==> src/design/jdm_pkg.sv <==
// Shared types, codes and constants of the joystick drive mixer.
package jdm_pkg;

	localparam int ADC_FULL_SCALE_DEF = 1023;
	localparam int DIV_W = 20;

	localparam logic [8:0] DEAD_BAND_RST  = 9'd20;
	localparam logic [7:0] LEFT_TRIM_RST  = 8'hF9;
	localparam logic [7:0] RIGHT_TRIM_RST = 8'h00;
	localparam logic [7:0] SLIDE_MAX_RST  = 8'd16;
	localparam logic [7:0] SLIDE_MIN_RST  = 8'd1;

	localparam logic [2:0] REG_DEAD_BAND  = 3'd0;
	localparam logic [2:0] REG_LEFT_TRIM  = 3'd1;
	localparam logic [2:0] REG_RIGHT_TRIM = 3'd2;
	localparam logic [2:0] REG_SLIDE_MAX  = 3'd3;
	localparam logic [2:0] REG_SLIDE_MIN  = 3'd4;

	localparam logic [1:0] DIR_STOP = 2'd0;
	localparam logic [1:0] DIR_FWD  = 2'd1;
	localparam logic [1:0] DIR_BACK = 2'd2;

	typedef enum logic [5:0] {
		ST_IDLE  = 6'b000001,
		ST_PLAN  = 6'b000010,
		ST_DIV1  = 6'b000100,
		ST_DIV2  = 6'b001000,
		ST_APPLY = 6'b010000,
		ST_OUT   = 6'b100000
	} state_t;

	typedef struct packed {
		logic load;
		logic plan;
		logic start1;
		logic start2;
		logic apply;
	} cmd_t;

	typedef struct packed {
		logic div_done;
		logic need_div2;
	} status_t;

endpackage

==> src/design/joystick_drive_mixer.sv <==
// Top level of the joystick drive mixer.
// Input channel: in_valid/in_ready carry one joystick packet per item.
// Output channel: out_valid/out_ready carry the full command set per item.
// Configuration: cfg_we with cfg_index 0..4 (dead band, left trim, right trim,
// slide maximum, slide minimum) writes a register; write only while the block
// is idle.
// An item takes one or two passes through a shared 20-bit restoring divider,
// one quotient bit per cycle. Spins, stops, straight reverse moves and arm
// items need one division; veers and straight forward moves need a second.
// One item is in flight at a time; the next item is accepted in the cycle
// after the previous result has been taken.
// If the receiver stalls, the result is held on the outputs and input
// acceptance waits.
// Reset clears all commands and restores the register reset values.
module joystick_drive_mixer #(
	parameter int ADC_FULL_SCALE = jdm_pkg::ADC_FULL_SCALE_DEF
) (
	input  logic       clk,
	input  logic       arst_n,
	input  logic       cfg_we,
	input  logic [2:0] cfg_index,
	input  logic [8:0] cfg_data,
	input  logic       in_valid,
	output logic       in_ready,
	input  logic       stick_id,
	input  logic [9:0] stick_x,
	input  logic [9:0] stick_y,
	input  logic [9:0] centre_x,
	input  logic [9:0] centre_y,
	input  logic       button_down,
	input  logic [7:0] slide_position,
	output logic       out_valid,
	input  logic       out_ready,
	output logic [1:0] left_dir,
	output logic [1:0] right_dir,
	output logic [7:0] left_duty,
	output logic [7:0] right_duty,
	output logic [1:0] slide_cmd,
	output logic [1:0] lift_cmd,
	output logic       headlight_on,
	output logic       rotisserie_on
);
	jdm_pkg::cmd_t    cmd;
	jdm_pkg::status_t status;

	jdm_ctrl u_ctrl (
		.clk(clk), .arst_n(arst_n), .in_valid(in_valid), .in_ready(in_ready),
		.out_valid(out_valid), .out_ready(out_ready), .cmd(cmd), .status(status)
	);

	jdm_datapath #(.ADC_FULL_SCALE(ADC_FULL_SCALE)) u_dp (
		.clk(clk), .arst_n(arst_n), .cmd(cmd), .status(status),
		.cfg_we(cfg_we), .cfg_index(cfg_index), .cfg_data(cfg_data),
		.stick_id(stick_id), .stick_x(stick_x), .stick_y(stick_y),
		.centre_x(centre_x), .centre_y(centre_y), .button_down(button_down),
		.slide_position(slide_position),
		.left_dir(left_dir), .right_dir(right_dir), .left_duty(left_duty),
		.right_duty(right_duty), .slide_cmd(slide_cmd), .lift_cmd(lift_cmd),
		.headlight_on(headlight_on), .rotisserie_on(rotisserie_on)
	);
endmodule

==> src/design/jdm_divider.sv <==
// Restoring divider for non-negative operands, one quotient bit per cycle.
module jdm_divider (
	input  logic                      clk,
	input  logic                      arst_n,
	input  logic                      start,
	input  logic [jdm_pkg::DIV_W-1:0] dividend,
	input  logic [jdm_pkg::DIV_W-1:0] divisor,
	output logic                      done,
	output logic [jdm_pkg::DIV_W-1:0] quotient
);
	localparam int CW = $clog2(jdm_pkg::DIV_W + 1);

	logic [jdm_pkg::DIV_W-1:0] rem_q, quo_q, den_q;
	logic [CW-1:0]             cnt_q;
	logic                      busy_q;
	logic [jdm_pkg::DIV_W:0]   trial;

	assign trial = {rem_q, quo_q[jdm_pkg::DIV_W-1]} - {1'b0, den_q};

	always_ff @(posedge clk or negedge arst_n) begin
		if (!arst_n) begin
			busy_q <= 1'b0;
			done   <= 1'b0;
			cnt_q  <= '0;
		end else begin
			done <= 1'b0;
			if (start) begin
				busy_q <= 1'b1;
				cnt_q  <= CW'(jdm_pkg::DIV_W);
			end else if (busy_q) begin
				cnt_q <= cnt_q - CW'(1);
				if (cnt_q == CW'(1)) begin
					busy_q <= 1'b0;
					done   <= 1'b1;
				end
			end
		end
	end

	always_ff @(posedge clk) begin
		if (start) begin
			rem_q <= '0;
			quo_q <= dividend;
			den_q <= divisor;
		end else if (busy_q) begin
			if (!trial[jdm_pkg::DIV_W]) begin
				rem_q <= trial[jdm_pkg::DIV_W-1:0];
				quo_q <= {quo_q[jdm_pkg::DIV_W-2:0], 1'b1};
			end else begin
				rem_q <= {rem_q[jdm_pkg::DIV_W-2:0], quo_q[jdm_pkg::DIV_W-1]};
				quo_q <= {quo_q[jdm_pkg::DIV_W-2:0], 1'b0};
			end
		end
	end

	assign quotient = quo_q;
endmodule

==> src/design/jdm_datapath.sv <==
// Datapath: decision logic, map-rule operands, trim saturation and command registers.
module jdm_datapath #(
	parameter int ADC_FULL_SCALE = jdm_pkg::ADC_FULL_SCALE_DEF
) (
	input  logic                 clk,
	input  logic                 arst_n,
	input  jdm_pkg::cmd_t        cmd,
	output jdm_pkg::status_t     status,
	input  logic                 cfg_we,
	input  logic [2:0]           cfg_index,
	input  logic [8:0]           cfg_data,
	input  logic                 stick_id,
	input  logic [9:0]           stick_x,
	input  logic [9:0]           stick_y,
	input  logic [9:0]           centre_x,
	input  logic [9:0]           centre_y,
	input  logic                 button_down,
	input  logic [7:0]           slide_position,
	output logic [1:0]           left_dir,
	output logic [1:0]           right_dir,
	output logic [7:0]           left_duty,
	output logic [7:0]           right_duty,
	output logic [1:0]           slide_cmd,
	output logic [1:0]           lift_cmd,
	output logic                 headlight_on,
	output logic                 rotisserie_on
);
	localparam int W = jdm_pkg::DIV_W;
	localparam logic signed [13:0] FS = 14'(ADC_FULL_SCALE);

	typedef enum logic [2:0] {
		K_SPIN_CW = 3'd0, K_SPIN_CCW = 3'd1, K_STRAIGHT = 3'd2,
		K_VEER_R = 3'd3, K_VEER_L = 3'd4, K_STOP = 3'd5, K_ARM = 3'd6
	} kind_t;

	logic [8:0]  dead_band_q;
	logic [7:0]  left_trim_q, right_trim_q, slide_max_q, slide_min_q;
	logic        id_q, btn_q;
	logic [9:0]  x_q, y_q, cx_q, cy_q;
	logic [7:0]  pos_q;
	kind_t       kind_q;
	logic        fwd_q;
	logic [8:0]  base_q;
	logic        div1_zero_q, div2_zero_q;

	// Division operands: all map-rule numerators here are non-negative.
	logic [W-1:0] num1, den1, num2, den2, dnum, dden, quo;
	logic         dstart, ddone;
	logic [W-1:0] q1_eff;
	logic [8:0]   base_d;

	always_ff @(posedge clk or negedge arst_n) begin
		if (!arst_n) begin
			dead_band_q  <= jdm_pkg::DEAD_BAND_RST;
			left_trim_q  <= jdm_pkg::LEFT_TRIM_RST;
			right_trim_q <= jdm_pkg::RIGHT_TRIM_RST;
			slide_max_q  <= jdm_pkg::SLIDE_MAX_RST;
			slide_min_q  <= jdm_pkg::SLIDE_MIN_RST;
		end else if (cfg_we) begin
			case (cfg_index)
				jdm_pkg::REG_DEAD_BAND:  dead_band_q  <= cfg_data;
				jdm_pkg::REG_LEFT_TRIM:  left_trim_q  <= cfg_data[7:0];
				jdm_pkg::REG_RIGHT_TRIM: right_trim_q <= cfg_data[7:0];
				jdm_pkg::REG_SLIDE_MAX:  slide_max_q  <= cfg_data[7:0];
				jdm_pkg::REG_SLIDE_MIN:  slide_min_q  <= cfg_data[7:0];
				default: ;
			endcase
		end
	end

	always_ff @(posedge clk) begin
		if (cmd.load) begin
			id_q <= stick_id; btn_q <= button_down;
			x_q <= stick_x; y_q <= stick_y; cx_q <= centre_x; cy_q <= centre_y;
			pos_q <= slide_position;
		end
	end

	// Decision on the captured packet.
	logic signed [12:0] x, y, cx, cy, m, dx, dy, ady;
	kind_t kind_d;
	logic  fwd_d;
	always_comb begin
		x = 13'(x_q); y = 13'(y_q); cx = 13'(cx_q); cy = 13'(cy_q);
		m = 13'(dead_band_q);
		dx = x - cx; dy = y - cy;
		ady = dy[12] ? -dy : dy;
		fwd_d = y > cy + m;
		if (id_q)
			kind_d = K_ARM;
		else if (x > cx + m && ady < m)
			kind_d = K_SPIN_CW;
		else if (x < cx - m && ady < m)
			kind_d = K_SPIN_CCW;
		else if (fwd_d || y < cy - m) begin
			if (dx > m)       kind_d = K_VEER_R;
			else if (dx < -m) kind_d = K_VEER_L;
			else              kind_d = K_STRAIGHT;
		end else
			kind_d = K_STOP;
	end

	// First division: base speed. Falling maps divide the reading and subtract from 255.
	always_comb begin
		logic signed [13:0] d;
		d = '0;
		num1 = '0; den1 = '0;
		case (kind_q)
			K_SPIN_CW: begin
				d = FS - 14'(cx_q);
				num1 = W'(({4'd0, x_q} - {4'd0, cx_q}) * 14'd255);
			end
			K_SPIN_CCW: begin
				d = 14'(cx_q);
				num1 = W'(14'(x_q) * 14'd255);
			end
			default: begin
				if (fwd_q) begin
					d = FS - 14'(cy_q);
					num1 = W'(({4'd0, y_q} - {4'd0, cy_q}) * 14'd255);
				end else begin
					d = 14'(cy_q);
					num1 = W'(14'(y_q) * 14'd255);
				end
			end
		endcase
		den1 = W'(d);
	end

	// Second division: the drop of the veer wheel below base, or straight forward at 512 scale.
	always_comb begin
		logic [13:0] d;
		d = '0;
		num2 = '0;
		case (kind_q)
			K_VEER_R: begin
				d = 14'(FS) - 14'(cx_q);
				num2 = W'((14'(x_q) - 14'(cx_q)) * 14'(base_d));
			end
			K_VEER_L: begin
				d = 14'(cx_q);
				num2 = W'((14'(cx_q) - 14'(x_q)) * 14'(base_d));
			end
			default: begin
				d = 14'(FS) - 14'(cy_q);
				num2 = W'((14'(y_q) - 14'(cy_q)) * 14'd512);
			end
		endcase
		den2 = W'(d);
	end

	// The divider holds the first quotient until the second division starts.
	always_comb begin
		q1_eff = div1_zero_q ? '0 : quo;
		case (kind_q)
			K_SPIN_CCW: base_d = 9'd255 - 9'(q1_eff > W'(255) ? W'(255) : q1_eff);
			K_STRAIGHT, K_VEER_R, K_VEER_L:
				base_d = fwd_q ? (q1_eff > W'(255) ? 9'd255 : 9'(q1_eff))
				               : 9'd255 - 9'(q1_eff > W'(255) ? W'(255) : q1_eff);
			default: base_d = q1_eff > W'(255) ? 9'd255 : 9'(q1_eff);
		endcase
	end

	assign dstart = cmd.start1 | cmd.start2;
	assign dnum   = cmd.start1 ? num1 : num2;
	assign dden   = cmd.start1 ? den1 : den2;

	jdm_divider u_div (
		.clk(clk), .arst_n(arst_n), .start(dstart),
		.dividend(dnum), .divisor(dden), .done(ddone), .quotient(quo)
	);

	always_ff @(posedge clk) begin
		if (cmd.plan) begin
			kind_q <= kind_d;
			fwd_q  <= fwd_d;
		end
		if (cmd.start1) div1_zero_q <= (den1 == '0);
		if (cmd.start2) div2_zero_q <= (den2 == '0);
		if (cmd.start2) base_q <= base_d;
	end

	assign status.div_done  = ddone;
	assign status.need_div2 = (kind_q == K_VEER_R || kind_q == K_VEER_L ||
	                           (kind_q == K_STRAIGHT && fwd_q));

	function automatic logic [7:0] sat(input logic signed [10:0] v);
		if (v < 0) return 8'd0;
		if (v > 11'sd255) return 8'd255;
		return v[7:0];
	endfunction

	// Final speeds at apply; the second quotient is read straight from the divider.
	logic [8:0] s2, base_a, l_spd, r_spd;
	logic [W-1:0] q2_eff;
	always_comb begin
		q2_eff = div2_zero_q ? '0 : quo;
		base_a = status.need_div2 ? base_q : base_d;
		case (kind_q)
			K_VEER_R, K_VEER_L: s2 = base_a - 9'(q2_eff);
			default: s2 = q2_eff > W'(255) ? 9'd255 : 9'(q2_eff);
		endcase
		l_spd = base_a; r_spd = base_a;
		case (kind_q)
			K_VEER_R: r_spd = s2;
			K_VEER_L: l_spd = s2;
			K_STRAIGHT: if (fwd_q) begin l_spd = s2; r_spd = s2; end
			K_STOP: begin l_spd = '0; r_spd = '0; end
			default: ;
		endcase
	end

	always_ff @(posedge clk or negedge arst_n) begin
		if (!arst_n) begin
			left_dir <= jdm_pkg::DIR_STOP; right_dir <= jdm_pkg::DIR_STOP;
			left_duty <= '0; right_duty <= '0;
			slide_cmd <= jdm_pkg::DIR_STOP; lift_cmd <= jdm_pkg::DIR_STOP;
			headlight_on <= 1'b0; rotisserie_on <= 1'b0;
		end else if (cmd.apply) begin
			if (btn_q) begin
				if (id_q) rotisserie_on <= ~rotisserie_on;
				else      headlight_on  <= ~headlight_on;
			end
			case (kind_q)
				K_SPIN_CW: begin left_dir <= jdm_pkg::DIR_FWD; right_dir <= jdm_pkg::DIR_BACK; end
				K_SPIN_CCW: begin left_dir <= jdm_pkg::DIR_BACK; right_dir <= jdm_pkg::DIR_FWD; end
				K_STRAIGHT, K_VEER_R, K_VEER_L: begin
					left_dir  <= fwd_q ? jdm_pkg::DIR_FWD : jdm_pkg::DIR_BACK;
					right_dir <= fwd_q ? jdm_pkg::DIR_FWD : jdm_pkg::DIR_BACK;
				end
				default: ;
			endcase
			if (kind_q != K_ARM) begin
				left_duty  <= sat(11'(l_spd) + 11'($signed(left_trim_q)));
				right_duty <= sat(11'(r_spd) + 11'($signed(right_trim_q)));
			end
			if (kind_q == K_STOP) begin
				left_dir <= jdm_pkg::DIR_STOP; right_dir <= jdm_pkg::DIR_STOP;
				slide_cmd <= jdm_pkg::DIR_STOP; lift_cmd <= jdm_pkg::DIR_STOP;
			end
			if (kind_q == K_ARM) begin
				if (y > cy + m) begin
					if (pos_q < slide_max_q) slide_cmd <= jdm_pkg::DIR_FWD;
				end else if (y < cy - m) begin
					if (pos_q > slide_min_q) slide_cmd <= jdm_pkg::DIR_BACK;
				end else if (x > cx + m) lift_cmd <= jdm_pkg::DIR_BACK;
				else if (x < cx - m) lift_cmd <= jdm_pkg::DIR_FWD;
				else begin
					left_dir <= jdm_pkg::DIR_STOP; right_dir <= jdm_pkg::DIR_STOP;
					slide_cmd <= jdm_pkg::DIR_STOP; lift_cmd <= jdm_pkg::DIR_STOP;
					left_duty  <= sat(11'($signed(left_trim_q)));
					right_duty <= sat(11'($signed(right_trim_q)));
				end
			end
		end
	end
endmodule

==> src/design/jdm_ctrl.sv <==
// Controller state machine sequencing one item through the datapath.
module jdm_ctrl (
	input  logic              clk,
	input  logic              arst_n,
	input  logic              in_valid,
	output logic              in_ready,
	output logic              out_valid,
	input  logic              out_ready,
	output jdm_pkg::cmd_t     cmd,
	input  jdm_pkg::status_t  status
);
	jdm_pkg::state_t state_q, state_d;

	always_comb begin
		state_d = state_q;
		cmd = '0;
		case (state_q)
			jdm_pkg::ST_IDLE: if (in_valid) begin
				cmd.load = 1'b1; state_d = jdm_pkg::ST_PLAN;
			end
			jdm_pkg::ST_PLAN: begin
				cmd.plan = 1'b1; state_d = jdm_pkg::ST_DIV1;
			end
			jdm_pkg::ST_DIV1: begin
				cmd.start1 = 1'b1; state_d = jdm_pkg::ST_DIV2;
			end
			jdm_pkg::ST_DIV2: if (status.div_done) begin
				if (status.need_div2) begin
					cmd.start2 = 1'b1; state_d = jdm_pkg::ST_APPLY;
				end else begin
					cmd.apply = 1'b1; state_d = jdm_pkg::ST_OUT;
				end
			end
			jdm_pkg::ST_APPLY: if (status.div_done) begin
				cmd.apply = 1'b1; state_d = jdm_pkg::ST_OUT;
			end
			jdm_pkg::ST_OUT: if (out_ready) state_d = jdm_pkg::ST_IDLE;
			default: state_d = jdm_pkg::ST_IDLE;
		endcase
	end

	always_ff @(posedge clk or negedge arst_n) begin
		if (!arst_n) state_q <= jdm_pkg::ST_IDLE;
		else         state_q <= state_d;
	end

	assign in_ready  = (state_q == jdm_pkg::ST_IDLE);
	assign out_valid = (state_q == jdm_pkg::ST_OUT);

`ifndef SYNTHESIS
	a_onehot: assert property (@(posedge clk) disable iff (!arst_n) $onehot(state_q))
		else $error("state register not one-hot");
	a_apply_once: assert property (@(posedge clk) disable iff (!arst_n)
		cmd.apply |=> out_valid) else $error("apply not followed by result");
	a_no_overlap: assert property (@(posedge clk) disable iff (!arst_n)
		!(in_ready && out_valid)) else $error("input taken while result pending");
`endif
endmodule
==> config.mk <==
export PLATFORM = sky130hd
export DESIGN_NAME = joystick_drive_mixer
export DESIGN_NICKNAME = d
export VERILOG_FILES = /design/src/design/jdm_pkg.sv /design/src/design/joystick_drive_mixer.sv /design/src/design/jdm_divider.sv /design/src/design/jdm_datapath.sv /design/src/design/jdm_ctrl.sv
export SDC_FILE = /design/constraint.sdc
export NUM_CORES = 2
export LEC_CHECK = 0
export ABC_AREA = 1
export ABC_CLOCK_PERIOD_IN_PS = 8700
export BUFFER_PORTS_ARGS = -buffer_cell sky130_fd_sc_hd__buf_2
export CAP_MARGIN = 5
export CORE_ASPECT_RATIO = 1.4
export CORE_MARGIN = 2
export CORE_UTILIZATION = 45
export CTS_BUF_LIST = sky130_fd_sc_hd__clkbuf_4 sky130_fd_sc_hd__clkbuf_8
export DETAILED_ROUTE_END_ITERATION = 7
export GPL_TIMING_DRIVEN = 0
export SETUP_SLACK_MARGIN = 0.15
export SYNTH_ARGS = -nofsm -noshare
export SYNTH_HDL_FRONTEND = slang
export SYNTH_HIERARCHICAL = 1
export SYNTH_SLANG_ARGS = --single-unit
==> constraint.sdc <==
create_clock -name clk -period 8.7 [get_ports clk]
set_input_delay 0.435 -clock clk [delete_from_list [all_inputs] [get_ports clk]]
set_output_delay 0.435 -clock clk [all_outputs]
set_load 0.1 [all_outputs]
# Word level (Yosys, flattened, before mapping)
# Cells that the tools add are included.
# totals
output_inout_bits	28
word_cells	281
ff_bits	200
memories	0
input_bits	67
ramBits	0
latchBits	0
romBits	0
# classes
reduce_logical	22
n_div	0
n_shift	0
n_lt_le_gt_ge	19
mux	155
add_sub_neg	19
n_bitwise	4
eq_ne	22
n_mul	6
# ops
operator	count
$mux W8	28
$mux W20	7
$pmux W20 S2	2
$mux W9	7
$mux W1	60
$pmux W14 S2	2
$sub A10 B10 Y11	5
$mux W2	27
$pmux W9 S3	2
$gt A20 B8 Y1 const B	2
$logic_not A20 Y1	2
$mul A20 B8 Y20 const B	2
$mul A20 B9 Y20	2
$mul A10 B8 Y18 const B	2
$pmux W6 S6	1
$mux W6	5
$mux W14	2
$gt A11 B13 Y1	2
$lt A11 B13 Y1	2
$add A10 B8 Y11	2
$add A10 B9 Y11	2
$gt A11 B9 Y1 const B	2
$lt A11 B1 Y1 const B	2
$sub A10 B10 Y11 const A	2
44 further kinds	75

# Depth between registers and ports, before layout
# depth
depth_word	27
mapped_depth	38
depth_no_buf	37

# Hierarchy
# The synthesis kept the hierarchy.
# by_module_without_submodules
mod	seq_area_each_um2	cells_per_inst	area_per_inst_um2	instances
jdm_datapath	3641.0	4066	30326.6	1
jdm_divider	1776.7	582	4289.1	1
jdm_ctrl	151.4	58	434.2	1

# Least setup slack after synthesis
# OpenSTA, ideal clock, no wires.
# synth_timing
kind	register -> register
start	register u_dp.x_q[4]
end	register u_dp.u_div.quo_q (netlist bit u_dp/u_div/quotient[15]), data pin
required_ns	8.447
t_arrival_ns	6.460
n_path_buf	1
path_stages_with_launch	30
path_slack_ns	1.987
path_cell_list	edfxtp_1 > inv_1 > ha_1 > buf_2 > nand2_1 > o21ai_0 > a21oi_1 > o21bai_1 > xor2_1 > inv_1 > nand2_1 > fa_1 > fa_1 > fa_1 > fa_1 > inv_1 > fa_1 > ha_1 > a21oi_1 > nor2_1 > nor2_1 > nor2_1 > nor2_1 > o21ai_0 > o21ai_0 > nand2_1 > nor2_1 > a21oi_1 > nand2_1 > nand2_1
# synth_between
elab_chain_len	5
word_cells_on_any_way	10
# synth_rtl
item	line_no	text
start, declared	jdm_datapath.sv:39	logic [9:0] x_q, y_q, cx_q, cy_q;
start signal, assigned	jdm_datapath.sv:74	x_q <= stick_x; y_q <= stick_y; cx_q <= centre_x; cy_q <= centre_y;
$sub A10 B10 Y11 (on tied branches)	jdm_datapath.sv:142, jdm_datapath.sv:111, jdm_datapath.sv:138	
$mul A20 B9 Y20, or another cell as far along	jdm_datapath.sv:142	num2 = W'((14'(cx_q) - 14'(x_q)) * 14'(base_d));
$pmux W20 S2 (on tied branches)	jdm_datapath.sv:135, jdm_datapath.sv:108	
$mux W20 *	jdm_datapath.sv:165	assign dnum = cmd.start1 ? num1 : num2;
net u_dp.dnum[15]	jdm_datapath.sv:47	logic [W-1:0] num1, den1, num2, den2, dnum, dden, quo;
$mux W20 *	jdm_divider.sv:41	if (start) begin
end signal, assigned	jdm_divider.sv:43	quo_q <= dividend;
end signal, assigned	jdm_divider.sv:48	quo_q <= {quo_q[jdm_pkg::DIV_W-2:0], 1'b1};
end signal, assigned	jdm_divider.sv:51	quo_q <= {quo_q[jdm_pkg::DIV_W-2:0], 1'b0};
end, declared	jdm_divider.sv:13	logic [jdm_pkg::DIV_W-1:0] rem_q, quo_q, den_q;
# The timed path passes the listed nets; every way through them passes the cells marked *.
# A chain may end at the register's enable or synchronous reset.

# Worst setup path after layout
# layout_timing
start	register u_dp.cx_q[9]
end	register u_dp.u_div.quo_q (netlist bit u_dp/u_div/quotient[16]), data pin
# layout_between
elab_chain_len	5
word_cells_on_any_way	9
# layout_rtl
item	line_no
start, declared	jdm_datapath.sv:39
start signal, assigned	jdm_datapath.sv:74
$sub A10 B10 Y11 (on tied branches)	jdm_datapath.sv:142, jdm_datapath.sv:111, jdm_datapath.sv:138
$mul A20 B9 Y20, or another cell as far along	jdm_datapath.sv:142
$pmux W20 S2 (on tied branches)	jdm_datapath.sv:135, jdm_datapath.sv:108
$mux W20 *	jdm_datapath.sv:165
net u_dp.dnum[16]	jdm_datapath.sv:47
$mux W20 *	jdm_divider.sv:41
# Marked as above.

==> impl_metrics.yaml <==
worst_setup_path:
  criticalPathCategory: "reg2reg"
  critPathLaunchType: "register"
  slowest_stage: "edfxtp_1"
  crit_fanout: 20
  slowest_delay_ps: 820
  worstPathArrival_ps: 8600
  cpMostUsedCell: "nand2_1"
  end_kind: "register"
  cp.required_ps: 9060
floorplanning:
  start_util: 0.4522
  core_mm2: 0.07751
  rows: 121
  die_area_mm2: 0.08017
  die_y_um: 334.2
  io_pins: 95
  die_w_um: 239.9
place:
  gp_congestion: 0.9805
  hpwl_mm: 93.95
  port_buffers: 94
  dp.cells: 5882
synthesis:
  yosysMostFrequentCell: "nand2_1"
  synth_compound_area_frac: 0.1082
  synth_area_leaders: "fa_1, ha_1, nand2_1, inv_1, edfxtp_1"
  yosys.area_share.adder: 0.3573
  syn_area_per_cell_um2: 7.448
  ys_async_sr_fraction: 0.3902
  syn_inst: 4706
  synthesis.area_mm2: 0.03505
  ys.flop_type: "edfxtp_1"
  synth-xor-area-share: 0.03423
  ys_ff_latch: 205
  synth_top_family_by_area: "adder cells"
  synth_edf_count: 105
  netlist.top_cell.by_area: "fa_1"
  synthMuxAreaShare: 0.0008924
  netlist_top_cells_count: "nand2_1, inv_1, ha_1, fa_1, nor2_1"
  yosysTopAreaCellShare: 0.2045
  ys_warn_count: 6
  synth-simple-area-share: 0.2274
  synth_seq_area_share: 0.1589
  synth_cell_types: 65
min_path:
  worstHoldPathType: "in2reg"
clock_tree:
  clockBufferDepth: 3
  clk_latency_ps: 650
  cts_sinks: 205
  numCtsBuffers: 37
  cts_root_buffer: "clkbuf_8"
  tritoncts: "built"
  cts_max_level: 2
  clk_pin_slew_ps: 60
run:
  max_cap_violations: 0
timing:
  finalSetupViolCount: 0
  min_period_over_period: 0.9475
  maxSlewViolCount: 0
  fin_skew_ps: 61.99
  worst_slew_pin_slew_ps: 1073
  rsz0062_at_grt: "true"
  hold_viol_final: 0
  slew_headroom: 0.2826
  min_period_ps: 8243
  fmax_ghz: 0.1213
global_route:
  overflow: 0
  antenna_found_initial: 1
  grt_pass1_vias: 31740
  grt_max_degree: 68
  grt_pass1_wl_mm: 175.3
  grt_util_all_layers: 0.2852
finish:
  final_nets: 5789
  finalNonFillerCells: 6011
  syn2layout_area_growth_pct: 9.674
  final_util: 0.4959
  drive_above_1_share: 0.07069
detailed_routing:
  antenna_left: 0
  drt-total-wl_mm: 112.0
  drt_iter0_markers: 1811
  dr.pass1.iters: 6
  routed-via-count: 31290
  wl_per_cell_um: 18.63
  vias_per_cell: 5.205
  drc: 0
run_status:
  status: "finished, final reports clean"
## cell type report
type	count	area [um^2]
antenna	1	2.502
buffer	90	432.9
clock buffer	53	629.4
clock inverter	15	106.4
fill	7915	39070
inverter	941	3536
multi-input combinational	3501	25720
sequential	205	5569
tap	1045	1308
timing repair buffer	160	1140
## stage by stage
stage | worst slack [ps] | TNS (ps) | instance area (um^2) | hold slack, ps
after floorplan | 1987 | 0 | 35170 | 139.4
after global placement | -489.5 | -2198 | 36940 | 460.4
after detailed placement | 30.09 | 0 | 37060 | 315.4
after CTS | 135.6 | 0 | 38340 | 10.64
after global routing | 106.2 | 0 | 38440 | 75.16
final | 456.8 | 0 | 38440 | 57.62
## cells in the final DEF (no fill, tap or decap), drive strengths merged, types with 105 or more instances in the layout
master  netlist  routed
fa          358     358
buf          35     144
inv         934     934
nor2        360     360
o21ai       225     225
a21oi       314     314
nand3       264     264
clkbuf       55     108
ha          428     428
edfxtp      105     105
nand2      1095    1095
## critical path: cells and delay by family (launching register included)
| kind | cells | cell delay (ps) |
|---|---|---|
| buf+inv | 5 | 1030 |
| fa+ha+maj | 7 | 3340 |
| simple gates | 11 | 1550 |
| compound gates | 5 | 1190 |
| flops | 1 | 820 |
## layer usage
layer | GRT usage | part of all wire | wire, um | up-vias
met4 | 0.1705 | 0.072 | 8111 | 0
met5 | 0 | 0 | 0 | -
met1 | 0.3320 | 0.39 | 43940 | 14850
li1 | - | - | - | 15360
met3 | 0.02757 | 0.040 | 4466 | 272
met2 | 0.5050 | 0.50 | 55490 | 802
## state kept, by name (all words and copies together) (netlist names), 3 cells and up
signal / flops
u_ctrl/state_q: 6
u_dp/base_q: 9
u_dp/cx_q: 10
u_dp/cy_q: 10
u_dp/dead_band_q: 9
u_dp/kind_q: 3
u_dp/left_duty: 8
u_dp/left_trim_q: 8
u_dp/pos_q: 8
u_dp/right_duty: 8
u_dp/right_trim_q: 8
u_dp/slide_max_q: 8
u_dp/slide_min_q: 8
u_dp/u_div/cnt_q: 5
u_dp/u_div/den_q: 20
u_dp/u_div/quotient: 20
u_dp/u_div/rem_q: 20
u_dp/x_q: 10
u_dp/y_q: 10
## logic make-up (layout without fill, tap and decap cells)
logic type | Yosys count | count (layout)
buffers and inverters | 1031 | 1259
flip-flops | 205 | 205
adder cells (fa/ha/maj) | 786 | 786
AND/OR/NAND/NOR | 1867 | 1867
AO/OA/AOI/OAI | 675 | 675
other | 2 | 34
multiplexers | 3 | 3
XOR/XNOR | 137 | 137
## worst paths after layout
path	from	endpoint	slack (ps)	cells past startpoint
min in group asynchronous	arst_n	u_dp/u_div/cnt_q[0]$_DFFE_PN0P_	250	2
worst max-delay path	u_dp/cx_q[9]$_DFFE_PP_	u_dp/u_div/quotient[16]$_DFFE_PP_	460	28
worst max register to register	u_dp/cx_q[9]$_DFFE_PP_	u_dp/u_div/quotient[16]$_DFFE_PP_	460	28
max in group asynchronous	arst_n	u_dp/slide_max_q[4]$_DFFE_PN1P_	7810	3
worst min-delay path	cfg_data[8]	u_dp/dead_band_q[8]$_DFFE_PN0P_	60	3
worst min register to register	u_dp/headlight_on$_DFFE_PN0P_	u_dp/headlight_on$_DFFE_PN0P_	470	1
## what timing repair did
item,CTS,global route
buffers inserted,0,9
hold buffers,51,0
pin swaps,0,1
endpoints found under the setup margin,5,8
endpoints found under the hold margin,76,0
resized for setup,5,5
Power is not shown: default switching activity piles up to over one toggle a cycle in this logic, so the estimate is an artifact.
